### src/design/sogn_fdiv.sv
`default_nettype none
// Pipelined restoring fraction divider: quo = floor(num * 2^STEPS / den), num <= den.
module sogn_fdiv #(
  parameter int BW    = 16,
  parameter int STEPS = 30,
  parameter int PER   = 2,
  parameter int TW    = 1
) (
  input  logic             clk,
  input  logic             rst,
  input  logic             en,
  input  logic             in_valid,
  input  logic [BW-1:0]    num,
  input  logic [BW-1:0]    den,
  input  logic [TW-1:0]    in_tag,
  output logic             out_valid,
  output logic [STEPS:0]   quo,
  output logic [TW-1:0]    out_tag
);

  localparam int NS = (STEPS + PER - 1) / PER;

  logic [NS:0]       vld;
  logic [BW-1:0]     rem   [NS+1];
  logic [BW-1:0]     dv    [NS+1];
  logic [STEPS:0]    qt    [NS+1];
  logic [TW-1:0]     tg    [NS+1];
  logic [BW-1:0]     rem_next [NS];
  logic [STEPS:0]    qt_next  [NS];

  always_comb begin
    logic [BW:0]    sh;
    logic [BW-1:0]  r;
    logic [STEPS:0] q;
    sh = '0;
    for (int s = 0; s < NS; s++) begin
      r = rem[s];
      q = qt[s];
      for (int k = 0; k < PER; k++) begin
        if (s * PER + k < STEPS) begin
          sh = {r, 1'b0};
          if (sh >= {1'b0, dv[s]}) begin
            sh = sh - {1'b0, dv[s]};
            q  = {q[STEPS-1:0], 1'b1};
          end else begin
            q  = {q[STEPS-1:0], 1'b0};
          end
          r = sh[BW-1:0];
        end
      end
      rem_next[s] = r;
      qt_next[s]  = q;
    end
  end

  always_ff @(posedge clk) begin
    if (rst) begin
      vld <= '0;
    end else if (en) begin
      vld <= {vld[NS-1:0], in_valid};
    end
  end

  always_ff @(posedge clk) begin
    if (en) begin
      // integer part first: one when num reaches den
      if (num >= den) begin
        qt[0]  <= (STEPS+1)'(1);
        rem[0] <= num - den;
      end else begin
        qt[0]  <= '0;
        rem[0] <= num;
      end
      dv[0] <= den;
      tg[0] <= in_tag;
      for (int s = 0; s < NS; s++) begin
        rem[s+1] <= rem_next[s];
        qt[s+1]  <= qt_next[s];
        dv[s+1]  <= dv[s];
        tg[s+1]  <= tg[s];
      end
    end
  end

  assign out_valid = vld[NS];
  assign quo       = qt[NS];
  assign out_tag   = tg[NS];

endmodule
`default_nettype wire

### config.mk
export PLATFORM = sky130hd
export DESIGN_NAME = sogn_fdiv
export DESIGN_NICKNAME = d
export VERILOG_FILES = /design/src/design/sogn_fdiv.sv
export SDC_FILE = /design/constraint.sdc
export NUM_CORES = 2
export LEC_CHECK = 0
export BUFFER_PORTS_ARGS = -buffer_cell sky130_fd_sc_hd__buf_2
export CAP_MARGIN = 20
export CELL_PAD_IN_SITES_DETAIL_PLACEMENT = 1
export CELL_PAD_IN_SITES_GLOBAL_PLACEMENT = 1
export CORE_MARGIN = 5
export CORE_UTILIZATION = 40
export DETAILED_ROUTE_END_ITERATION = 10
export PLACE_DENSITY_LB_ADDON = 0.12
export SLEW_MARGIN = 10
export SYNTH_ARGS = -nofsm -noshare
export SYNTH_HDL_FRONTEND = slang
export SYNTH_SLANG_ARGS = --single-unit
### constraint.sdc
create_clock -name clk -period 7.5 [get_ports clk]
set_input_delay 0.75 -clock clk [delete_from_list [all_inputs] [get_ports clk]]
set_output_delay 0.75 -clock clk [all_outputs]
set_load 0.01 [all_outputs]
# == After elaboration in Yosys (flattened, before gate mapping) ==
# Memory sizes are Yosys's and may differ from the RTL's.
# Cells that the tools add are included.
# W data, S select, Z words.
# totals
inputBits,37
regBits,16
memories,4
word_cells,139
output_inout_bits,33
ramBits,1024
# memory_table
memory,depth,word_bits,rd,rd_ports_with_merged_regs,wr,line,source
qt,16,31,16,0,16,26,logic [STEPS:0] qt [NS+1];
dv,16,16,15,0,16,25,logic [BW-1:0] dv [NS+1];
rem,16,16,15,0,16,24,logic [BW-1:0] rem [NS+1];
tg,16,1,16,0,16,27,logic [TW-1:0] tg [NS+1];
# classes
add_sub_neg,31
magnitude_cmp,31
n_bitwise,2
n_mux,70
# ops
op,count
$ge A17 B16 Y1,30
$mux W16,31
$sub A16 B16 Y16,31
$mux W1,38
$mux W31,1
$ge A16 B16 Y1,1
$or A1 B1 Y1,2

# == Depth between registers and ports, before layout ==
# depth
depth_word,5
ltp_mapped,25
depth_no_buf,21

# == Least setup slack after synthesis ==
# No wires, ideal clock.
# synth_timing
kind,register -> register
startpoint,memory dv[13][1]
endpoint,"memory rem[14][7], in the netlist rem[1][103], data pin"
setup_ns,0.262
slack_ns,1.795
path_stages_with_launch,23
t_arrival_ns,5.443
n_path_buf,3
t_required_ns,7.238
cell_sequence,edfxtp_1 > inv_1 > ha_1 > nor2b_1 > o31a_1 > o41a_1 > a311oi_2 > a211o_2 > a21oi_1 > a211o_1 > buf_6 > buf_6 > mux2_4 > ha_1 > and3_1 > a221o_1 > a31oi_2 > o21ai_0 > a21o_1 > a2111oi_2 > o2111ai_4 > buf_8 > mux2_1
# synth_rtl
item,line
from (decl),25
to (decl),24

==> results_dict.tcl <==
set metrics [dict create \
    via_per_inst 5.462 \
    drc 0 \
    synth_edf_count 752 \
    clk_pin_slew_worst_paths_ns 0.06 \
    ys_async_sr_fraction_pct 0 \
    ctsLongestPathBuffers 3 \
    drive_above_1_share_pct 11.73 \
    cts_sinks 768 \
    grt_pass1_wl_um 212300 \
    utilization_pct 44.28 \
    period_needed_ns 6.634 \
    tightest_slew_ns 1.024 \
    io_buffer_count 69 \
    relSlewSlack_pct 31.75 \
    insertion_delay_ns 0.72 \
    cts_buffers 91 \
    clock_skew_ns 0.03627 \
    totalWireLength_um 136100 \
    setup_tns_ns 0 \
    die_y_um 367.6 \
    layout_common_cells "edfxtp_1, ha_1, inv_1, a21oi_1, nor2_1" \
    drt_iter0_markers 1694 \
    antenna_left 0 \
    rows 131 \
    vias 35750 \
    cts-resized-gates 0 \
    grt_use_total_pct 19.70 \
    regArea_sq_um 22900 \
    setup_viol 0 \
    area_growth_pct 10.25 \
    antenna_cells 0 \
    die_area_sq_um 135100 \
    fmax_ghz 0.1507 \
    tritoncts "yes" \
    yosysWarnings 0 \
    cp.arrival_ns 7.07 \
    start_util_pct 40.16 \
    holdBufCountCts 0 \
    placed_cell_area_sq_um 53320 \
    dp_cells 6381 \
    layout_commonest_cell "edfxtp_1" \
    die_w_um 367.6 \
    ios 70 \
    core_sq_um 127400 \
    synth_cell_types 95 \
    finalHoldViolations 0 \
    synth-seq-area-share_pct 44.77 \
    grt_overflow 0 \
    layout.nets 5347 \
    hp-class "input pin to flip-flop" \
    postCtsSetupBuffers 0 \
    fillCellCount 13820 \
    ys_ff_latch 768 \
    cts-root-buf "clkbuf_16" \
    antenna_found_initial 1 \
    place.gp.congestion 0.8397 \
    multi_input_area_sq_um 26240 \
    stdcell_count 6545 \
    synthTopCellsByArea "edfxtp_1, ha_1, mux2_2, xnor2_1, a21oi_1" \
    ys.flop_type "edfxtp_1" \
    cap_violations 0 \
    dr.pass1.iters 7 \
    htree_levels 3 \
    finalMaxSlewViolations 0 \
    synth_top_area_share_pct 44.15 \
    syn_area_sq_um 51150 \
    cp-end-kind "flip-flop" \
    grt_pass1_vias 37310 \
    wire_per_inst_um 20.80 \
    cp_max_fo 15 \
    worstSetupStartpointType "flip-flop" \
    avgSynthCellArea_sq_um 10.83 \
    critical_path_class "flip-flop to flip-flop" \
    design_area_sq_um 56390 \
    finalCritPeriodShare_pct 88.46 \
    outcome "completed" \
    grt_max_degree 149 \
    syn_nets 5257 \
    worst_ep_required_time_ns 7.94 \
    rsz0062_at_grt "no" \
    yosys.area.top_type "edfxtp_1" \
    synthCells 4723 \
    dp_hpwl_um 106700 \
]
## per-stage QoR
step | hold slack, ns | setup WS, ns
floorplan | 0.4003 | 1.795
global placement | 0.4009 | 0.9764
detailed placement | 0.4056 | 0.8286
CTS | 0.1493 | 0.7954
global route | 0.1824 | 0.4718
finish | 0.2189 | 0.8655
## worst max-delay path, stage by stage, from the launching register on
cell	delay, ns
edfxtp_1	0.43
inv_1	0.11
ha_1	0.31
nor2b_1	0.14
o21ai_1	0.09
a21boi_1	0.29
nor4_2	0.11
or2_2	0.36
a311o_1	0.36
a21oi_2	0.77
mux2_2	0.44
ha_1	0.36
nand3_1	0.13
a21oi_1	0.14
a211oi_1	0.11
nor4b_1	0.18
o311ai_1	0.45
a31oi_1	0.27
nand2b_1	0.18
a2bb2oi_2	0.72
mux2_2	0.43
## path summary, 6_finish.rpt
kind / end / slack [ns] / depth (start not counted) / start
worst max-delay path: rem[0][109]$_DFFE_PP_ / 0.87 / 20 / dv[5][1]$_DFFE_PP_
worst min-delay path: dv[0][12]$_DFFE_PP_ / 0.22 / 1 / den[12]
worst max register to register: rem[0][109]$_DFFE_PP_ / 0.87 / 20 / dv[5][1]$_DFFE_PP_
worst min register to register: tg[1][5]$_DFFE_PP_ / 0.40 / 0 / tg[1][4]$_DFFE_PP_
## synthesized netlist by cell type, drive strengths merged, types with 93 or more instances
master,instances
a21o,152
edfxtp,752
a21oi,338
nor3,93
inv,396
o21ai,220
xor2,106
mux2,281
nand2,256
ha,481
nor2,321
xnor2,251
## metal layers
| metal | track usage [%] | share of wire (%) | vias up |
|---|---|---|---|
| met5 | 0 | 0 | - |
| met4 | 5.769 | 2.6 | 0 |
| met3 | 2.359 | 2.5 | 164 |
| met2 | 35.13 | 50 | 414 |
| met1 | 25.10 | 45 | 17440 |
| li1 | - | - | 17730 |
## layout make-up
| type | count | share of cell area (%) |
|---|---|---|
| multi-input combinational | 3457 | 46.54 |
| timing repair buffer | 99 | 1.092 |
| clock buffer | 105 | 4.131 |
| inverter | 396 | 2.636 |
| clock inverter | 58 | 1.302 |
| sequential | 768 | 40.61 |
| tap | 1662 | 3.688 |
## sequential cells by signal, indices dropped and copies added (netlist names)
name / cells
rem: 240
vld: 16
qt: 256
dv: 240
tg: 16
## logic make-up (layout without fill, tap and decap cells)
kind of cell,after synthesis,after routing,synth area share [%]
AO/OA/AOI/OAI,1206,1206,15.58
AND/OR/NAND/NOR,1082,1082,10.19
flip-flops,768,768,44.77
buffers and inverters,498,658,3.995
adder cells (fa/ha/maj),497,497,12.39
XOR/XNOR,357,357,6.113
multiplexers,315,315,6.962
Power is left out: the tool's default activity adds up to more than one toggle a clock period on the data nets, which glitch-free logic cannot reach.
