File: src/design/sogn_isqrt.sv
`default_nettype none
// Pipelined integer square root, PER result bits per stage.
module sogn_isqrt #(
  parameter int IW  = 31,
  parameter int PER = 2,
  parameter int TW  = 1
) (
  input  logic                  clk,
  input  logic                  rst,
  input  logic                  en,
  input  logic                  in_valid,
  input  logic [IW-1:0]         val,
  input  logic [TW-1:0]         in_tag,
  output logic                  out_valid,
  output logic [(IW+1)/2-1:0]   root,
  output logic [TW-1:0]         out_tag
);

  localparam int RW = (IW + 1) / 2;
  localparam int SW = IW + 1;
  localparam int NS = (RW + PER - 1) / PER;

  logic [NS:0]   vld;
  logic [SW-1:0] v    [NS+1];
  logic [SW-1:0] rs   [NS+1];
  logic [TW-1:0] tg   [NS+1];
  logic [SW-1:0] v_next  [NS];
  logic [SW-1:0] rs_next [NS];

  always_comb begin
    logic [SW-1:0] vv;
    logic [SW-1:0] rr;
    logic [SW-1:0] bt;
    logic [SW-1:0] t;
    int            j;
    bt = '0;
    t  = '0;
    for (int s = 0; s < NS; s++) begin
      vv = v[s];
      rr = rs[s];
      for (int k = 0; k < PER; k++) begin
        j = s * PER + k;
        if (j < RW) begin
          bt = SW'(1) << (2 * (RW - 1 - j));
          t  = rr + bt;
          if (vv >= t) begin
            vv = vv - t;
            rr = (rr >> 1) + bt;
          end else begin
            rr = rr >> 1;
          end
        end
      end
      v_next[s]  = vv;
      rs_next[s] = rr;
    end
  end

  always_ff @(posedge clk) begin
    if (rst) begin
      vld <= '0;
    end else if (en) begin
      vld <= {vld[NS-1:0], in_valid};
    end
  end

  always_ff @(posedge clk) begin
    if (en) begin
      v[0]  <= SW'(val);
      rs[0] <= '0;
      tg[0] <= in_tag;
      for (int s = 0; s < NS; s++) begin
        v[s+1]  <= v_next[s];
        rs[s+1] <= rs_next[s];
        tg[s+1] <= tg[s];
      end
    end
  end

  assign out_valid = vld[NS];
  assign root      = rs[NS][RW-1:0];
  assign out_tag   = tg[NS];

endmodule
`default_nettype wire

File: config.mk
export PLATFORM = sky130hd
export DESIGN_NAME = sogn_isqrt
export DESIGN_NICKNAME = d
export VERILOG_FILES = /design/src/design/sogn_isqrt.sv
export SDC_FILE = /design/constraint.sdc
export NUM_CORES = 1
export LEC_CHECK = 0
export ABC_CLOCK_PERIOD_IN_PS = 6750
export CELL_PAD_IN_SITES_DETAIL_PLACEMENT = 0
export CELL_PAD_IN_SITES_GLOBAL_PLACEMENT = 1
export CORE_MARGIN = 2
export CORE_UTILIZATION = 54
export CTS_BUF_LIST = sky130_fd_sc_hd__clkbuf_8
export DETAILED_ROUTE_END_ITERATION = 8
export DONT_BUFFER_PORTS = 1
export GPL_TIMING_DRIVEN = 0
export PLACE_DENSITY = 0.87
export SLEW_MARGIN = 20
export SYNTH_ARGS = -nofsm -noshare
export SYNTH_HDL_FRONTEND = slang
export SYNTH_SLANG_ARGS = --single-unit
File: constraint.sdc
create_clock -name clk -period 6.75 [get_ports clk]
set_input_delay 0.675 -clock clk [delete_from_list [all_inputs] [get_ports clk]]
set_output_delay 0.675 -clock clk [all_outputs]
set_load 0.05 [all_outputs]
======== Yosys cells after proc, flatten, opt, wreduce, memory -nomap -nowiden ========
Memory sizes are Yosys's and may differ from the RTL's.
Cells that the tools add are included.
word-level totals
  input port bits ......................... 36
  memories kept ........................... 3
  output and inout bits ................... 18
  RAM bits ................................ 585
  word-level logic and storage cells ...... 102
  register bits after elaboration ......... 9
memories
  name  words  bits a word  read ports  clocked after Yosys merged registers in  wr ports  RTL line  text
  rs    9      32           9           0                                        9         25        logic [SW-1:0] rs [NS+1];
  v     9      32           8           0                                        9         24        logic [SW-1:0] v [NS+1];
  tg    9      1            9           0                                        9         26        logic [TW-1:0] tg [NS+1];
operators by class
  magnitude comparators ................... 16
  add/subtract/negate cells ............... 48
  mux-type cells .......................... 34
operator list
  operator                                         number
  2-to-1 mux 32 bit                                32
  >= comparator 32 bit                             16
  subtractor 32 bit                                16
  adder 31 x 1 -> 32 bit (second input constant)   1
  adder 31 x 11 -> 32 bit (second input constant)  1
  adder 31 x 13 -> 32 bit (second input constant)  1
  adder 31 x 15 -> 32 bit (second input constant)  1
  adder 31 x 17 -> 32 bit (second input constant)  1
  adder 31 x 19 -> 32 bit (second input constant)  1
  adder 31 x 21 -> 32 bit (second input constant)  1
  adder 31 x 23 -> 32 bit (second input constant)  1
  adder 31 x 25 -> 32 bit (second input constant)  1
  adder 31 x 27 -> 32 bit (second input constant)  1
  adder 31 x 29 -> 32 bit (second input constant)  1
  adder 31 x 3 -> 32 bit (second input constant)   1
  adder 31 x 31 -> 32 bit (second input constant)  1
  adder 31 x 5 -> 32 bit (second input constant)   1
  adder 31 x 7 -> 32 bit (second input constant)   1
  adder 31 x 9 -> 32 bit (second input constant)   1
  adder 32 x 1 -> 32 bit (second input constant)   1
  adder 32 x 11 -> 32 bit (second input constant)  1
  adder 32 x 13 -> 32 bit (second input constant)  1
  adder 32 x 15 -> 32 bit (second input constant)  1
  adder 32 x 17 -> 32 bit (second input constant)  1
  12 further kinds                                 13

======== Logic depth before layout (Yosys ltp) ========
  depth in word-level cells ............... 6
  gate-level depth with buffers ........... 25
  mapped depth without buffers ............ 22

======== Worst setup path after synthesis ========
Ideal clock, no wire load.
  kind .................................... register to register
  start point ............................. memory v[0][181] (netlist bit)
  end point ............................... memory v[0][220] (netlist bit) (data pin)
  data required time ...................... 6.491 ns
  arrival ................................. 4.769 ns
  path buffers ............................ 5
  setup slack ............................. 1.723 ns
  clock period less this slack ............ 5.027 ns
  setup time .............................. 0.259 ns
  stages on the path, launching flop included .. 23
  cells stage by stage .................... edfxtp_1 -> ha_1 -> or3_1 -> buf_2 -> a21o_1 -> or2_0 -> buf_6 -> nor3_4 -> buf_2 -> buf_1 -> clkbuf_1 -> o21ai_0 -> ha_1 -> nand4_1 -> or2_2 -> nor3_1 -> nand2b_1 -> a211oi_1 -> nor4_1 -> nand4_1 -> nor3b_1 -> nand4_1 -> xor2_1
RTL lines
  what             RTL line
  start, declared  24

==> metrics.md <==
| Metric | Value |
|---|---|
| Cell Area, Synth | 21500 um2 |
| Finished Cell Area | 23300 um2 |
| Endpoint, Worst Hold | v[0][26] |
| Slew Limit Fails | 0 |
| Sw Share | 37.4% |
| Slew HR | 44.4% |
| Share of the synthesized area in the top cell type | 46.8% |
| Total CTS buffers | 57 |
| GR Util All Layers | 24.2% |
| Pre-CTS setup slack | 0.468 ns |
| Routability congestion estimate from global placement | 0.908 |
| Arrival time worst endpoint | 6.59 ns |
| Syn Nets | 2225 |
| Leading area contributor after synthesis | edfxtp_1 |
| Slowest CP cell | a2111oi_1 |
| Setup TNS | 0 ns |
| Final min period | 6.22 ns |
| Post-DRT Antenna Nets | 0 |
| Drt first pass iters | 5 |
| H-tree depth | 2 |
| PwrDens | 357 nW/um2 |
| Seq pwr share | 38.1% |
| Starting Density | 54.5% |
| Hold Path Cell Cnt | 0 |
| Final Cycle Share | 92.2% |
| Status | completed |
| Avg Cell Area, Syn | 10.6 um2 |
| TritonCTS clock tree | built |
| Clock Sinks | 345 |
| Fin cells | 2667 |
| CP startpoint kind | flop |
| Mapped Cells | 2035 |
| Top-count cell post-synth | edfxtp_1 |
| Vias in the first global route | 15400 |
| Crit-path leading delay family | simple AND/OR/NAND/NOR gates |
| Worst-path clk slew | 0.06 ns |
| Core Region | 39500 um2 |
| Post-DP Area | 22200 um2 |
| Most used DFF post-synth | edfxtp_1 |
| Sw power | 3.11 mW |
| Worst hold start | val[26] |
| Total global routing overflow | 0 |
| FF-to-FF Start | rs[0][207] |
| Initial antenna violation count | 0 |
| Post-route setup slack | 0.528 ns |
| Aggregate routed wire length | 49500 um |
| Worst skew pair latency | 0.67 ns |
| CP endpoint kind | flop |
| Register area share after synthesis | 47.7% |
| Layout overhead on the synthesized area | 8.27% |
| Synth cell types | 91 |
| Clock power share | 21.4% |
| Die Ht | 204 um |
| First-pass GRT wire length | 79300 um |
| Max Root-Sink Buffers | 3 |
| Die area | 41500 um2 |
| Die width | 204 um |
| Least-Margin Pin Slew | 0.823 ns |
| Final Net Count | 2284 |
| Final Hold Fails | 0 |
| WHS | 0.104 ns |
| Avg Vias per Cell | 5.87 |
| Yosys reg bits | 345 |
| Most frequent CP cell | clkbuf_1 |
| Clock skew | 0.0286 ns |
| Reg2Reg Depth | 22 |
| Wire per inst | 18.6 um |
| Max Cap Viol | 0 |
| Number of synthesis warnings | 0 |
| DP Wirelength | 38100 um |
| Clock root cell | clkbuf_8 |
| Synth top cells by count | edfxtp_1, nor2_1, ha_1 |
| FF-to-FF End | v[0][248] |
| EDFF count, synth | 336 |
| Combinational power share | 40.5% |
| Via count | 15700 |
| Worst R2R Setup Slack | 0.53 ns |
| # rows | 73 |
| Crit-path cells | inv_1, ha_1, buf_2, nand2_1, nor4_2, o31ai_1, nand2_1, clkbuf_1, clkbuf_1, nor2_1, nor2_1, ha_1, clkbuf_1, nand4_1, inv_1, and3_1, a2111oi_1, or4_1, nand4_2, buf_2, nand4b_1, o2111ai_1 |
| Internal Power | 5.21 mW |
| Detailed router's first-iteration violation count | 1054 |
| IO buf count | 0 |
| Critical path class | reg2reg |
| DRC Markers | 0 |
| Bufs and invs on worst path | 7 |
| Placed insts | 2560 |
| Setup repair bufs after CTS | 0 |
| CP required | 7.12 ns |
| CP Max Fanout | 10 |
| Largest net degree at the start of global routing | 338 |
| Asr flop ratio synth | 0% |
| Share of cells above drive strength 1 | 8.13% |
| RSZ-0062 raised after global routing | no |
| Top area cells in the synthesized netlist | edfxtp_1, ha_1, xnor2_1 |
| Fmax | 0.161 GHz |
| Worst VDD drop | 0.000204 V |
| Final Setup Violations | 0 |
| Num ports | 54 |
| Max stage delay on crit path | 0.64 ns |
| P_leak | 9.03 nW |
| Worst min path class | in2reg |
routing by layer:
layer | up-vias | global-route usage [%] | wire length (um)
li1 | 7741 | - | -
met1 | 7477 | 30.6 | 21600
met2 | 348 | 42.3 | 24500
met3 | 102 | 3.10 | 1950
met4 | 0 | 8.97 | 1480
met5 | - | 0 | 0
sequential cells by signal (all words and copies together) (netlist names):
register / flops
vld: 9
tg: 9
rs: 72
v: 255
worst register-to-register path, stage by stage (launching register included):
cell and delay (ns):
edfxtp_1 0.42, inv_1 0.10, ha_1 0.28, buf_2 0.17, nand2_1 0.12, nor4_2 0.53
o31ai_1 0.29, nand2_1 0.30, clkbuf_1 0.44, clkbuf_1 0.53, nor2_1 0.08, nor2_1 0.19
ha_1 0.26, clkbuf_1 0.20, nand4_1 0.14, inv_1 0.08, and3_1 0.18, a2111oi_1 0.64
or4_1 0.24, nand4_2 0.18, buf_2 0.27, nand4b_1 0.12, o2111ai_1 0.18
power groups by stage:
stage	sequential, mW	clock (mW)	combinational (mW)
floorplan	3.08	0	2.68
global placement	3.21	0	3.28
detailed placement	3.22	0	3.33
CTS	3.17	1.83	3.35
global route	3.22	1.91	3.78
finish	3.17	1.78	3.37
metrics by stage:
step	power (mW)	util, %
after floorplan	5.77	-
final	8.32	59.0
after global routing	8.91	59.0
after detailed placement	6.54	56.1
after CTS	8.35	59.0
after global placement	6.49	56.1
cells in the final DEF (no fill, tap or decap), drive strengths merged, types with 10 or more instances in the layout:
master,count
inv,162
a31oi,15
a21o,39
mux2,11
or3,19
o31ai,28
mux2i,21
xor2,60
edfxtp,336
nand2,143
o211ai,15
and3,10
nor4,54
xnor2,102
a211oi,18
a21boi,14
buf,36
o21bai,11
ha,154
nor2,168
nand2b,19
nand4,40
clkbuf,77
o21a,30
a21oi,133
nor3,56
or2,17
and2,19
o21ai,99
clkinv,18
nand3,39
o31a,15
or4,14
nor2b,19
final cells by class:
class / count / area [um2]
Fill cell: 3339 / 16200
Clock inverter: 49 / 334
Inverter: 137 / 514
Sequential cell: 345 / 10300
Clock buffer: 57 / 785
Buffer: 56 / 325
Multi-Input combinational cell: 1497 / 10400
Antenna cell: 1 / 2.50
Tap cell: 525 / 657
repair_timing:
item / 4_1_cts / 5_1_grt
hold buffers: 0 / 0
setup endpoints to repair: 0 / 4
gates resized for setup: 0 / 2
worst max-delay path by stage:
| stage | startpoint | end | slack (ns) | depth (start not counted) |
|---|---|---|---|---|
| finish | rs[0][207] | v[0][248] | 0.53 | 22 |
| detailed placement | rs[0][177] | v[0][220] | 0.47 | 22 |
| CTS | rs[0][177] | v[0][220] | 0.43 | 22 |
| global route | rs[0][177] | v[0][220] | 0.06 | 22 |
| floorplan | v[0][181] | v[0][220] | 1.72 | 22 |
| global placement | rs[0][211] | v[0][248] | 0.46 | 21 |
cell families after synthesis:
group	synth area share, %
and+or+nand+nor	16.4
adders and majority gates	8.95
AOI/OAI and AO/OA	14.9
xor gates and xnor gates	6.62
DFF	47.7
buffers and inverters	3.89
muxes	1.57
Power figures use the tool's default switching activity.
